### src/design/prbr_pkg.sv
// Shared types and constants of the packed bitmap row-align repacker.
package prbr_pkg;

  localparam int unsigned BYTE_W = 8;
  localparam int unsigned ROW_W = 8;
  localparam int unsigned BIR_W = 5;
  localparam int unsigned CFG_IDX_W = 1;
  localparam int unsigned QUEUE_DEPTH_DEF = 2;

  localparam logic [CFG_IDX_W-1:0] REG_GLYPH_WIDTH = 1'b0;
  localparam logic [CFG_IDX_W-1:0] REG_GLYPH_HEIGHT = 1'b1;

  localparam logic [BYTE_W-1:0] GLYPH_WIDTH_RST = 8'd8;
  localparam logic [BYTE_W-1:0] GLYPH_HEIGHT_RST = 8'd8;

  // Head of the queue as seen by the back end.
  typedef struct packed {
    logic              valid;
    logic [BYTE_W-1:0] data;
  } q_head_t;

endpackage

### src/design/packed_bitmap_row_align_repacker.sv
// Top level of the packed bitmap row-align repacker with its configuration registers.
//
// Source bytes of a 1bpp glyph, pixels packed back to back MSB first, enter on the
// in_ channel (valid/ready) and leave re-packed row by row on the out_ channel: every
// row starts a new byte, unused low bits of a row's last byte are zero. Each output
// item carries its row, its byte position in the row, a glyph-done flag on the final
// byte of the glyph and a flag on the last output item caused by each source byte.
// Glyph width and height are written through the cfg_ port (index 0 and 1, a value of
// zero acts as one) and must only be changed while the block is idle.
// A source byte passes an input register and a short queue, then the repacking engine
// produces one output item per cycle while the receiver takes them; a byte reaches
// out_valid via the input register, queue and output register. A source byte
// yields one to eight output items; with glyphs at least eight pixels wide a new byte
// is usually taken every cycle, narrow glyphs are limited by the one-item-per-cycle
// output register. When the receiver stalls, the output register holds its item, the
// engine stops and the queue and input slot fill before in_ready drops.
// Synchronous reset empties the pipeline, restarts the glyph at row 0, column 0 with
// no pending bits, and sets both dimensions to eight.
module packed_bitmap_row_align_repacker #(
  parameter int unsigned QUEUE_DEPTH = prbr_pkg::QUEUE_DEPTH_DEF
) (
  input  logic                             clk,
  input  logic                             rst_n,
  input  logic                             in_valid,
  output logic                             in_ready,
  input  logic [prbr_pkg::BYTE_W-1:0]      in_src_byte,
  output logic                             out_valid,
  input  logic                             out_ready,
  output logic [prbr_pkg::BYTE_W-1:0]      out_dst_byte,
  output logic [prbr_pkg::ROW_W-1:0]       out_row_number,
  output logic [prbr_pkg::BIR_W-1:0]       out_byte_in_row,
  output logic                             out_glyph_done,
  output logic                             out_last_of_item,
  input  logic                             cfg_valid,
  output logic                             cfg_ready,
  input  logic [prbr_pkg::CFG_IDX_W-1:0]   cfg_index,
  input  logic [prbr_pkg::BYTE_W-1:0]      cfg_wdata
);
  import prbr_pkg::*;

  logic [BYTE_W-1:0] glyph_width_r, glyph_width_nxt;
  logic [BYTE_W-1:0] glyph_height_r, glyph_height_nxt;
  logic              q_full;
  logic              q_push;
  logic [BYTE_W-1:0] q_push_data;
  logic              q_pop;
  q_head_t           q_head;

  // Configuration writes are always taken.
  assign cfg_ready = 1'b1;

  always_comb begin
    glyph_width_nxt  = glyph_width_r;
    glyph_height_nxt = glyph_height_r;
    if (cfg_valid) begin
      case (cfg_index)
        REG_GLYPH_WIDTH:  glyph_width_nxt = cfg_wdata;
        REG_GLYPH_HEIGHT: glyph_height_nxt = cfg_wdata;
        default: ;
      endcase
    end
  end

  always_ff @(posedge clk) begin
    if (!rst_n) begin
      glyph_width_r  <= GLYPH_WIDTH_RST;
      glyph_height_r <= GLYPH_HEIGHT_RST;
    end else begin
      glyph_width_r  <= glyph_width_nxt;
      glyph_height_r <= glyph_height_nxt;
    end
  end

  // The front takes source bytes into a register slice and hands them to the queue.
  prbr_front u_front (
    .clk         (clk),
    .rst_n       (rst_n),
    .in_valid    (in_valid),
    .in_ready    (in_ready),
    .in_src_byte (in_src_byte),
    .q_full      (q_full),
    .q_push      (q_push),
    .q_push_data (q_push_data)
  );

  prbr_queue #(
    .DEPTH (QUEUE_DEPTH)
  ) u_queue (
    .clk       (clk),
    .rst_n     (rst_n),
    .push      (q_push),
    .push_data (q_push_data),
    .full      (q_full),
    .pop       (q_pop),
    .head      (q_head)
  );

  // The back end releases a queue entry on the cycle it registers that byte's last item.
  prbr_back u_back (
    .clk              (clk),
    .rst_n            (rst_n),
    .head             (q_head),
    .pop              (q_pop),
    .glyph_width      (glyph_width_r),
    .glyph_height     (glyph_height_r),
    .out_valid        (out_valid),
    .out_ready        (out_ready),
    .out_dst_byte     (out_dst_byte),
    .out_row_number   (out_row_number),
    .out_byte_in_row  (out_byte_in_row),
    .out_glyph_done   (out_glyph_done),
    .out_last_of_item (out_last_of_item)
  );

`ifndef NO_ASSERTIONS
  // An entry is only released while the queue holds one.
  a_pop_has_head: assert property (@(posedge clk) disable iff (!rst_n)
    q_pop |-> q_head.valid)
    else $error("queue popped while empty");

  // The final byte of a glyph always ends the work of its source byte.
  a_done_ends_item: assert property (@(posedge clk) disable iff (!rst_n)
    (out_valid && out_glyph_done) |-> out_last_of_item)
    else $error("glyph finished before its source byte was released");

  // Reset leaves no item on the output.
  a_reset_clears_out: assert property (@(posedge clk)
    !rst_n |=> !out_valid)
    else $error("output valid right after reset");
`endif

endmodule

### src/design/prbr_front.sv
// Input register slice of the repacker: takes source bytes and feeds the queue.
module prbr_front (
  input  logic                       clk,
  input  logic                       rst_n,
  input  logic                       in_valid,
  output logic                       in_ready,
  input  logic [prbr_pkg::BYTE_W-1:0] in_src_byte,
  input  logic                       q_full,
  output logic                       q_push,
  output logic [prbr_pkg::BYTE_W-1:0] q_push_data
);
  import prbr_pkg::*;

  logic              slot_valid_r, slot_valid_nxt;
  logic [BYTE_W-1:0] slot_byte_r, slot_byte_nxt;

  always_comb begin
    q_push         = slot_valid_r && !q_full;
    in_ready       = !slot_valid_r || !q_full;
    slot_valid_nxt = slot_valid_r;
    slot_byte_nxt  = slot_byte_r;
    if (in_valid && in_ready) begin
      slot_valid_nxt = 1'b1;
      slot_byte_nxt  = in_src_byte;
    end else if (q_push) begin
      slot_valid_nxt = 1'b0;
    end
  end

  assign q_push_data = slot_byte_r;

  always_ff @(posedge clk) begin
    if (!rst_n) begin
      slot_valid_r <= 1'b0;
    end else begin
      slot_valid_r <= slot_valid_nxt;
    end
    slot_byte_r <= slot_byte_nxt;
  end

endmodule

### src/design/prbr_queue.sv
// Short queue of source bytes between the front and the back end.
module prbr_queue #(
  parameter int unsigned DEPTH = prbr_pkg::QUEUE_DEPTH_DEF
) (
  input  logic                        clk,
  input  logic                        rst_n,
  input  logic                        push,
  input  logic [prbr_pkg::BYTE_W-1:0] push_data,
  output logic                        full,
  input  logic                        pop,
  output prbr_pkg::q_head_t           head
);
  import prbr_pkg::*;

  localparam int unsigned PTR_W = $clog2(DEPTH);
  localparam int unsigned CNT_W = $clog2(DEPTH + 1);

  logic [BYTE_W-1:0] mem_r [DEPTH];
  logic [PTR_W-1:0]  wr_ptr_r, wr_ptr_nxt;
  logic [PTR_W-1:0]  rd_ptr_r, rd_ptr_nxt;
  logic [CNT_W-1:0]  count_r, count_nxt;
  logic              do_pop;

  assign full       = (count_r == CNT_W'(DEPTH));
  assign head.valid = (count_r != '0);
  assign head.data  = mem_r[rd_ptr_r];
  assign do_pop     = pop && head.valid;

  always_comb begin
    wr_ptr_nxt = wr_ptr_r;
    rd_ptr_nxt = rd_ptr_r;
    count_nxt  = count_r;
    if (push) begin
      wr_ptr_nxt = (wr_ptr_r == PTR_W'(DEPTH - 1)) ? '0 : wr_ptr_r + PTR_W'(1);
    end
    if (do_pop) begin
      rd_ptr_nxt = (rd_ptr_r == PTR_W'(DEPTH - 1)) ? '0 : rd_ptr_r + PTR_W'(1);
    end
    if (push && !do_pop) begin
      count_nxt = count_r + CNT_W'(1);
    end else if (!push && do_pop) begin
      count_nxt = count_r - CNT_W'(1);
    end
  end

  always_ff @(posedge clk) begin
    if (!rst_n) begin
      wr_ptr_r <= '0;
      rd_ptr_r <= '0;
      count_r  <= '0;
    end else begin
      wr_ptr_r <= wr_ptr_nxt;
      rd_ptr_r <= rd_ptr_nxt;
      count_r  <= count_nxt;
    end
    if (push) begin
      mem_r[wr_ptr_r] <= push_data;
    end
  end

endmodule

### src/design/prbr_back.sv
// Repacking engine: cuts source bytes into row-aligned bytes, one per unstalled cycle.
module prbr_back (
  input  logic                         clk,
  input  logic                         rst_n,
  input  prbr_pkg::q_head_t            head,
  output logic                         pop,
  input  logic [prbr_pkg::BYTE_W-1:0]  glyph_width,
  input  logic [prbr_pkg::BYTE_W-1:0]  glyph_height,
  output logic                         out_valid,
  input  logic                         out_ready,
  output logic [prbr_pkg::BYTE_W-1:0]  out_dst_byte,
  output logic [prbr_pkg::ROW_W-1:0]   out_row_number,
  output logic [prbr_pkg::BIR_W-1:0]   out_byte_in_row,
  output logic                         out_glyph_done,
  output logic                         out_last_of_item
);
  import prbr_pkg::*;

  // Pending bits are kept left-justified; pc_r counts them.
  logic [BYTE_W-1:0] acc_r, acc_nxt;
  logic [2:0]        pc_r, pc_nxt;
  logic [2:0]        pos_r, pos_nxt;
  logic [7:0]        col_r, col_nxt;
  logic [7:0]        row_r, row_nxt;

  logic              ov_r, ov_nxt;
  logic [BYTE_W-1:0] dst_r, dst_nxt;
  logic [ROW_W-1:0]  rown_r, rown_nxt;
  logic [BIR_W-1:0]  bir_r, bir_nxt;
  logic              done_r, done_nxt;
  logic              last_r, last_nxt;

  logic       step;
  logic [7:0] w_eff, h_eff;
  logic [8:0] w9, col_p1, dr, row_p1, col_a_p1, dr2;
  logic [3:0] df, k, pos_sum, rem;
  logic       row_end, glyph_end, more;
  logic [7:0] shifted, take, rest, col_end, col_ev, col_a;

  always_comb begin
    step  = head.valid && (!ov_r || out_ready);
    w_eff = (glyph_width == '0) ? 8'd1 : glyph_width;
    h_eff = (glyph_height == '0) ? 8'd1 : glyph_height;
    w9    = {1'b0, w_eff};

    // Bits until the row ends and until the output byte fills.
    col_p1  = {1'b0, col_r} + 9'd1;
    dr      = (col_p1 >= w9) ? 9'd1 : (w9 - {1'b0, col_r});
    df      = 4'd8 - {1'b0, pc_r};
    row_end = (dr <= {5'd0, df});
    k       = row_end ? dr[3:0] : df;

    shifted = head.data << pos_r;
    take    = shifted & ~(8'hFF >> k);
    rest    = shifted << k;
    col_end = col_r + {4'd0, k};
    col_ev  = col_end - 8'd1;

    row_p1    = {1'b0, row_r} + 9'd1;
    glyph_end = row_end && (row_p1 >= {1'b0, h_eff});

    // Does a further output fall inside what is left of this byte?
    pos_sum  = {1'b0, pos_r} + k;
    rem      = 4'd8 - pos_sum;
    col_a    = row_end ? 8'd0 : col_end;
    col_a_p1 = {1'b0, col_a} + 9'd1;
    dr2      = (col_a_p1 >= w9) ? 9'd1 : (w9 - {1'b0, col_a});
    more     = !glyph_end && (dr2 <= {5'd0, rem});

    pop = step && !more;

    acc_nxt  = acc_r;
    pc_nxt   = pc_r;
    pos_nxt  = pos_r;
    col_nxt  = col_r;
    row_nxt  = row_r;
    ov_nxt   = ov_r && !out_ready;
    dst_nxt  = dst_r;
    rown_nxt = rown_r;
    bir_nxt  = bir_r;
    done_nxt = done_r;
    last_nxt = last_r;

    if (step) begin
      ov_nxt   = 1'b1;
      dst_nxt  = acc_r | (take >> pc_r);
      rown_nxt = row_r;
      bir_nxt  = col_ev[7:3];
      done_nxt = glyph_end;
      last_nxt = !more;
      if (glyph_end) begin
        row_nxt = '0;
      end else if (row_end) begin
        row_nxt = row_p1[7:0];
      end
      if (more) begin
        acc_nxt = '0;
        pc_nxt  = '0;
        col_nxt = col_a;
        pos_nxt = pos_sum[2:0];
      end else if (glyph_end) begin
        // Padding bits after the last pixel are dropped.
        acc_nxt = '0;
        pc_nxt  = '0;
        col_nxt = '0;
        pos_nxt = '0;
      end else begin
        acc_nxt = rest;
        pc_nxt  = rem[2:0];
        col_nxt = col_a + {4'd0, rem};
        pos_nxt = '0;
      end
    end
  end

  always_ff @(posedge clk) begin
    if (!rst_n) begin
      acc_r  <= '0;
      pc_r   <= '0;
      pos_r  <= '0;
      col_r  <= '0;
      row_r  <= '0;
      ov_r   <= 1'b0;
    end else begin
      acc_r  <= acc_nxt;
      pc_r   <= pc_nxt;
      pos_r  <= pos_nxt;
      col_r  <= col_nxt;
      row_r  <= row_nxt;
      ov_r   <= ov_nxt;
    end
    dst_r  <= dst_nxt;
    rown_r <= rown_nxt;
    bir_r  <= bir_nxt;
    done_r <= done_nxt;
    last_r <= last_nxt;
  end

  assign out_valid        = ov_r;
  assign out_dst_byte     = dst_r;
  assign out_row_number   = rown_r;
  assign out_byte_in_row  = bir_r;
  assign out_glyph_done   = done_r;
  assign out_last_of_item = last_r;

endmodule
### config.mk
export PLATFORM = sky130hd
export DESIGN_NAME = packed_bitmap_row_align_repacker
export DESIGN_NICKNAME = d
export VERILOG_FILES = /design/src/design/prbr_pkg.sv /design/src/design/packed_bitmap_row_align_repacker.sv /design/src/design/prbr_front.sv /design/src/design/prbr_queue.sv /design/src/design/prbr_back.sv
export SDC_FILE = /design/constraint.sdc
export NUM_CORES = 1
export LEC_CHECK = 0
export BUFFER_PORTS_ARGS = -buffer_cell sky130_fd_sc_hd__buf_2
export CAP_MARGIN = 20
export CORE_ASPECT_RATIO = 1.5
export CORE_MARGIN = 2
export CORE_UTILIZATION = 30
export CTS_CLUSTER_DIAMETER = 60
export DETAILED_ROUTE_END_ITERATION = 12
export SYNTH_ARGS = -nofsm -noshare
export SYNTH_HDL_FRONTEND = slang
export SYNTH_SLANG_ARGS = --single-unit
export TNS_END_PERCENT = 100
### constraint.sdc
create_clock -name clk -period 8.05 [get_ports clk]
set_clock_uncertainty 0.1 [all_clocks]
set_input_delay 0.805 -clock clk [delete_from_list [all_inputs] [get_ports clk]]
set_output_delay 0.805 -clock clk [all_outputs]
set_load 0.05 [all_outputs]
==> run summary, run 1 <==
The average cell area after synthesis was 8.955 um2. In the synthesized netlist the dominant register cell turns out to be dfxtp_1. The tools report the nature of the critical path startpoint as a flop. The cell area after placement is 0.008237 mm2, and the number of buffers added on ports is 46. The largest stage delay on the critical path was 0.38 ns. The maximum buffer depth of the clock tree is 2, and the compound-gate portion of the synthesized area is 0.2088. In this run the worst path has a maximum fanout of 4. The max-slew violation count was 0. Detailed placement ended at an HPWL of 14.48 mm. The first detailed-routing pass ran for 5 iterations. The post-route core utilization is 0.3718, and the residual overflow from global routing is 0. The first global-routing pass estimated 30.30 mm of wire. Yosys mapped the design onto 85 distinct sky130hd cell types.

The run gives 0 as the remaining routing DRC violations. The category of the most critical setup path was flop to flop. The shortest period the worst path allows is 7.583 ns. The buffer and inverter count on the worst path was 0.

The flow ran to the end, and the final reports show no timing, DRC or antenna violations. Hold repair after CTS inserted 0 buffers. The leading area contributor after synthesis was edfxtp_1. The pin count of the biggest net entering global routing is 56, and the data required time at the worst endpoint is 8.24 ns. The slowest cell on the critical path was or3_4.

Once detail routing completed, the nets flagged for antenna violations numbered 0. The proportion of layout cells with a drive suffix above 1 is 0.2253. Sorting the synthesized cells by area gives the leading types as edfxtp_1, dfxtp_1, ha_1. Weighted congestion at the end of routability-driven global placement: 0.9042. XOR/XNOR share of the synthesized area: 0.05293. Setup repair after global routing left no endpoint under its margin. Design area: 0.008826 mm2. The tools report the root cell of the clock tree as clkbuf_16.

The initial standard-cell utilization of the core is 0.3067. After detailed routing, the number of vias per cell comes to 5.021. The count of vias placed by the detailed router came out at 6,171. In this run the vertical extent of the chip is 194.8 um. The run gives 0.4456 as the relative max-transition margin.

For the highest clock rate, the log shows 0.1319 GHz. For the arrival time reported for the critical path endpoint, the log shows 7.77 ns. Grouping stages by cell kind, the critical path spends the most delay in compound AO/OA/AOI/OAI gates. The sequential element share of the synthesized area is 0.3396, and the final period utilization is 0.9420.

The area share of and/or/nand/nor cells after synthesis was 0.1882. For the pin with the worst max-slew slack, the measured transition is 0.8280 ns. The run gives 0 as the number of antenna violations at the first check in global routing.

The multiplexer area fraction after synthesis was 0.03248; the count of mapped cells out of synthesis was 813. The async set-or-reset flop fraction in the synthesized netlist is 0. The clock-pin transition on the worst setup and hold timing paths works out to 0.07 ns.

In this run the count of I/O pins placed on the die edge is 48. The TritonCTS buffer count came out at 9. The critical path endpoint category is a flop. In this run the core area contains 69 standard-cell rows. Dividing the detail-routed wire length by the instance count gives 15.20 um. The number of diodes added for antenna fixing was 0; the total negative setup slack was 0 ns. Setup violations remaining at the end of the flow were counted as 0. When the netlist entered floorplanning its net count stood at 905. The critical path runs through a total of 41 cells. The net total in the final layout was 997; the adder-cell area share of the yosys netlist was 0.1255. Largest family of logic cells by synthesized area: compound AO/OA/AOI/OAI gates. The number of DRC markers in iteration 0 was 400.

The tools report the all-layer global routing usage as 0.1458. The chip width came out at 131.2 um. The tools report the hold violation count in the final report as 0.

The core region is 0.02374 mm2. Summing every instance area after synthesis gives 0.007281 mm2. The top cell type's share of synthesized area is 0.1938, and the number of H-tree levels is 3.

The wire length after detailed routing is 18.69 mm. Counting flops with a built-in enable in the synthesized netlist gives 47. TritonCTS built the clock tree.

Cell repeated most along the worst path: ha_1. Class of the most critical hold timing path: flop to flop. Max-cap violations in this run came to 0.

The number of cells on the worst reg-to-reg path is 41. The worst hold path passes through 0 cells. For the number of global-route vias before repair, the log shows 6,068. Full die area: 0.02556 mm2. The count of synthesis-stage warnings from yosys is 0, and the area overhead of the layout relative to synthesis is 21.22%.

The sink count of the clock tree came out at 100. The synthesized design contains 100 register bits. The clock reaches the later pin of the worst-skew pair after 0.35 ns.
==> worst register-to-register path: cells and delay by family (launching register included) <==
family                     cells  cell delay [ns]
DFF                            1             0.37
and+or+nand+nor               14             2.17
xor gates and xnor gates       3             0.44
AOI/OAI and AO/OA             18             2.74
adders and majority gates      6             1.71
==> flip-flops by register name, indices dropped and copies added (netlist names), 8 cells and up, named ones only <==
signal and count:
glyph_height_r 8, glyph_width_r 8, u_back.acc_r 8, u_back.col_r 8, u_back.out_dst_byte 8, u_back.out_row_number 8, u_back.row_r 8, u_front.q_push_data 8
u_queue.mem_r 16
==> final timing paths <==
kind                                             start                  end  slack [ns]
worst max-delay path                   u_back.col_r[0]   u_queue.count_r[1]        0.47
worst min-delay path            u_front.q_push_data[2]  u_queue.mem_r[1][2]        0.35
worst max register to register         u_back.col_r[0]   u_queue.count_r[1]        0.47
worst min register to register  u_front.q_push_data[2]  u_queue.mem_r[1][2]        0.35
==> kinds of logic (layout without fill, tap and decap cells) <==
| kind of cell | count (synthesis) | in the layout |
|---|---|---|
| multiplexers | 22 | 22 |
| AO/OA/AOI/OAI | 215 | 215 |
| XOR/XNOR | 44 | 44 |
| AND/OR/NAND/NOR | 264 | 264 |
| buffers and inverters | 97 | 194 |
| flip-flops | 100 | 100 |
| adder cells (fa/ha/maj) | 70 | 70 |
| other | 1 | 1 |
==> routing by layer <==
layer	vias up	share of wire	global-route usage	routed length [um]
met5	-	0	0	0
li1	3117	-	-	-
met1	2923	0.42	0.1637	7808
met2	103	0.53	0.2772	9890
met3	28	0.024	0.01669	450
met4	0	0.029	0.05998	537
==> cells in the mapped netlist, types with 8 or more instances <==
master / number
a21boi_0: 23
a21o_1: 15
a21oi_1: 49
and2_1: 12
clkbuf_1: 32
dfxtp_1: 53
edfxtp_1: 47
ha_1: 65
inv_1: 55
mux2i_1: 18
nand2_1: 74
nand2b_1: 9
nand3_1: 34
nor2_1: 42
nor2b_1: 27
nor3_1: 18
o21a_1: 13
o21ai_0: 33
o21ai_1: 8
xnor2_1: 30
xor2_1: 14
==> per-stage QoR <==
| stage | setup WS, ns | instances | hold slack [ns] |
|---|---|---|---|
| floorplan | 0.06531 | 813 | 0.3215 |
| global placement | -0.04477 | 1204 | 0.3232 |
| detailed placement | -0.2949 | 1204 | 0.3321 |
| CTS | 0.02087 | 1220 | 0.3503 |
| global route | 0.002847 | 1229 | 0.3583 |
| finish | 0.4672 | 1229 | 0.3473 |
==> final cells by class <==
class                   instances  area [um2]
multi-input cells             616        4659
clock inverters                 6       52.55
flip-flops and latches        100        2480
fillers                      2377       14920
clock buffers                  10       239.0
well taps                     319       399.1
repair buffers                118       770.7
inverters                      60       225.2
==> cells in the final DEF, fill, tap and decap left out, types with 4 or more instances in the layout <==
cell,synthesis,layout
a21o_1,15,15
edfxtp_1,47,47
nor4_1,7,6
ha_1,65,60
xor2_1,14,13
nand2b_1,9,9
a21oi_2,2,6
nand4_1,6,6
o211ai_1,5,5
nand3_1,34,32
mux2i_1,18,18
inv_1,55,54
o21a_1,13,13
nor2_1,42,41
dfxtp_1,53,49
inv_2,4,5
or2_2,5,5
o21ai_2,1,4
and3_1,7,6
a21oi_1,49,44
xnor2_1,30,26
fa_1,5,4
nand2_1,74,73
nor2b_1,27,27
and2_1,12,11
buf_4,1,72
a211oi_1,7,6
a21boi_0,23,21
clkbuf_16,0,9
a32oi_1,4,4
o31a_1,4,4
a22oi_1,5,5
o21ai_0,33,27
nor3b_1,7,7
nor3_1,18,17
o21ai_1,8,11
buf_2,3,46
==> what timing repair did <==
item | in CTS | in global routing
buffers inserted | 0 | 9
gates resized for setup | 9 | 48
endpoints found under the hold margin | 0 | 0
setup endpoints to repair | 14 | 27
pin swaps | 0 | 28
Power of run 1 is left out: the tool's default activity adds up to more than one toggle a clock period on the data nets, which glitch-free logic cannot reach.
==> run 2: changes to the inputs <==
--- a/config.mk
+++ b/config.mk
@@ -5,6 +5,7 @@
 export SDC_FILE = /design/constraint.sdc
 export NUM_CORES = 1
 export LEC_CHECK = 0
+export ABC_AREA = 1
 export BUFFER_PORTS_ARGS = -buffer_cell sky130_fd_sc_hd__buf_2
 export CAP_MARGIN = 20
 export CORE_ASPECT_RATIO = 1.5
==> run 2 against run 1 <==
Flip-flop and latch count did not move. Die area fell by 0.66%. First-iteration DRC count fell by 30%. Via count rose by 4.4%. Synthesized cell count rose by 17%. Hold slack got worse by 0.0016 ns. Setup slack improved by 0.0058 ns. Register-to-register slack barely moved.
==> run summary, run 2 <==
Most numerous cell types in the synthesized netlist: nand2_1, inv_1, nor2_1 (was nand2_1, ha_1, inv_1). The number of global-route vias before repair came out at 6,480 (was 6,068). The all-layer global routing usage was 0.1562 (was 0.1458). The insertion delay to the later sink of the worst-skew pair is 0.36 ns (was 0.35 ns), and the slew of the pin with the lowest slew margin is 0.8395 ns (was 0.8280 ns). The weighted congestion at the end of routability-driven global placement is 0.9054 (was 0.9042). The count of mapped cells out of synthesis is 955 (was 813). The area overhead of the layout relative to synthesis is 15.62% (was 21.22%), and the distinct cell type count of the synthesized netlist is 51 (was 85). The initial standard-cell utilization of the core came out at 0.3057 (was 0.3067). The run gives 0.1320 GHz (was 0.1319 GHz) as the highest clock rate. The tools report the data required time at the worst endpoint as 8.20 ns (was 8.24 ns).

Most flop-heavy register: u_queue.mem_r (unchanged). The wire length after detailed routing was 19.21 mm (was 18.69 mm); the core footprint was 0.02366 mm2 (was 0.02374 mm2). The routed length per placed instance was 14.36 um (was 15.20 um); the final period utilization was 0.9412 (was 0.9420).

The top cell type's share of synthesized area came out at 0.1952 (was 0.1938). The run gives 0.4344 (was 0.4456) as the relative max-transition margin. Count of fill cells added during filler insertion: 2,558 (was 2,377).

The number of flip-flops in the largest register works out to 16 (unchanged). The max-slew violation count is 0 (unchanged). The tools report the pin count of the biggest net entering global routing as 39 (was 56). The hold violation count in the final report is 0 (unchanged).

The chip width was 130.8 um (was 131.2 um). The most frequent standard cell in the layout excluding fill and tap cells is nand2_1 (unchanged). Category of the most critical setup path: flop to flop (unchanged). The count of antenna-violating nets left after detailed routing was 0 (unchanged); the first-pass iteration count of the detailed router was 4 (was 5). The critical path endpoint category was a flop (unchanged). The die span in y was 194.2 um (was 194.8 um); the number of H-tree levels was 3 (unchanged). The shortest period the worst path allows works out to 7.577 ns (was 7.583 ns). The tools report the residual overflow from global routing as 0 (unchanged). The tools report the full die area as 0.02539 mm2 (was 0.02556 mm2).

Leading cell types in the layout, fill and taps excluded: nand2_1, inv_1, nor2_1 (was nand2_1, buf_4, ha_1). For the global-route wire length before repair, the log shows 31.45 mm (was 30.30 mm). The arrival time reported for the critical path endpoint was 7.72 ns (was 7.77 ns).

The nature of the critical path startpoint is a flop (unchanged). The leading area contributor after synthesis is edfxtp_1 (unchanged). The number of flip-flops and latches in the synthesized netlist is 100 (unchanged). TritonCTS built the clock tree. The run gives 48 (unchanged) as the count of boundary I/O pins.

The maximum fanout along the worst path works out to 12 (was 4). The class of the most critical hold timing path was flop to flop (unchanged). The post-route core utilization is 0.3535 (was 0.3718), and the async set-or-reset flop fraction in the synthesized netlist is 0 (unchanged). The tools report the number of DRC markers in iteration 0 as 280 (was 400).

The per-cell via count in the routed design was 4.815 (was 5.021). Remaining routing DRC violations: 0 (unchanged). The net total in the final layout is 1,106 (was 997). The run gives 0.007232 mm2 (was 0.007281 mm2) as the cell area after synthesis. The sink count of the clock tree is 100 (unchanged), and the count of vias placed by the detailed router is 6,443 (was 6,171).

Number of core rows: 69 (unchanged). The sequential element share of the synthesized area was 0.3419 (was 0.3396). The root cell of the clock tree was clkbuf_16 (unchanged). The most used flip-flop cell after synthesis was dfxtp_1 (unchanged). Largest stage delay on the critical path: 0.41 ns (was 0.38 ns).

Design area: 0.008362 mm2 (was 0.008826 mm2). The number of diodes added for antenna fixing was 0 (unchanged). The cell repeated most along the worst path is nand2_1 (was ha_1). The leading cell type by number of instances after synthesis was nand2_1 (unchanged). For the number of antenna violations at the first check in global routing, the log shows 0 (unchanged).

The cell area after placement came out at 0.007955 mm2 (was 0.008237 mm2). The average cell area after synthesis is 7.573 um2 (was 8.955 um2). The slowest cell on the critical path was dfxtp_2 (was or3_4). The number of maximum-capacitance constraint violations was 0 (unchanged); the clock-pin transition on the worst setup and hold timing paths was 0.07 ns (about the same). The run gives 2 (unchanged) as the maximum buffer depth of the clock tree. The final count of negative-setup-slack endpoints came out at 0 (unchanged).

The flow ran to the end, and the final reports show no timing, DRC or antenna violations. The proportion of layout cells with a drive suffix above 1 is 0.1570 (was 0.2253). The number of nets in the synthesized netlist was 1,047 (was 905); the TritonCTS buffer count was 9 (unchanged). Synth top area cells: edfxtp_1, dfxtp_1, ha_1 (unchanged).

The run gives 0 (unchanged) as the count of synthesis-stage warnings from yosys. The count of flip-flops with a built-in enable after synthesis is 47 (unchanged). The number of buffers added on ports is 46 (unchanged). The post-detailed-placement half-perimeter wirelength came out at 15.10 mm (was 14.48 mm).
## run 2: final cells by class
type,instances,area (um2),share of cell area
clock inverters,6,53.80,0.006434
clock buffers,10,229.0,0.02738
multi-input cells,706,4267,0.5102
well taps,319,399.1,0.04773
flip-flops and latches,100,2481,0.2967
repair buffers,76,475.5,0.05686
inverters,121,456.7,0.05462
## run 2: final timing paths
path	slack (ns)	to	startpoint	depth (start not counted)
setup / recovery	0.47	u_queue.count_r[1]	u_back.col_r[2]	49
hold / removal	0.35	u_queue.mem_r[1][1]	u_front.q_push_data[1]	0
setup reg to reg	0.47	u_queue.count_r[1]	u_back.col_r[2]	49
hold reg to reg	0.35	u_queue.mem_r[1][1]	u_front.q_push_data[1]	0
## run 2: worst max-delay path, delay by kind of cell, from the launching register on
kind	cells	cell delay, ns
xor gates and xnor gates	3	0.46
DFF	1	0.41
and+or+nand+nor	21	2.37
buffers and inverters	4	0.43
AOI/OAI and AO/OA	15	2.03
adders and majority gates	6	1.66
## run 2: kinds of logic (layout without fill, tap and decap cells)
group	Yosys count	in the layout	synth area share
AO/OA/AOI/OAI	147	147	0.1168
other	1	1	0.0005185
adder cells (fa/ha/maj)	70	70	0.1263
buffers and inverters	149	213	0.08201
flip-flops	100	100	0.3419
AND/OR/NAND/NOR	447	447	0.2827
multiplexers	1	1	0.001384
XOR/XNOR	40	40	0.04844
## run 2: layer usage
layer	part of all wire	global-route usage
met1	0.41	0.1754
met2	0.52	0.2832
met3	0.035	0.01628
met4	0.039	0.08274
met5	0	0
## run 2: repair_timing
action | 4_1_cts | 5_1_grt
buffers inserted | 0 | 2
resized for setup | 0 | 32
setup endpoints to repair | 0 | 27
hold endpoints to repair | 0 | 0
hold buffers | 0 | 0
## run 2: through the flow
stage | TNS (ns) | setup slack, ns | hold WS [ns] | std cells
6_report | 0 | 0.4730 | 0.3457 | 1338
5_1_grt | -0.06262 | -0.06262 | 0.3591 | 1338
4_1_cts | 0 | 0.007643 | 0.3492 | 1336
3_5_place_dp | 0 | 0.02527 | 0.3322 | 1320
3_3_place_gp | 0 | 0.1372 | 0.3233 | 1319
2_1_floorplan | 0 | 0.1519 | 0.3215 | 955
Power of run 2 is left out for the same reason.
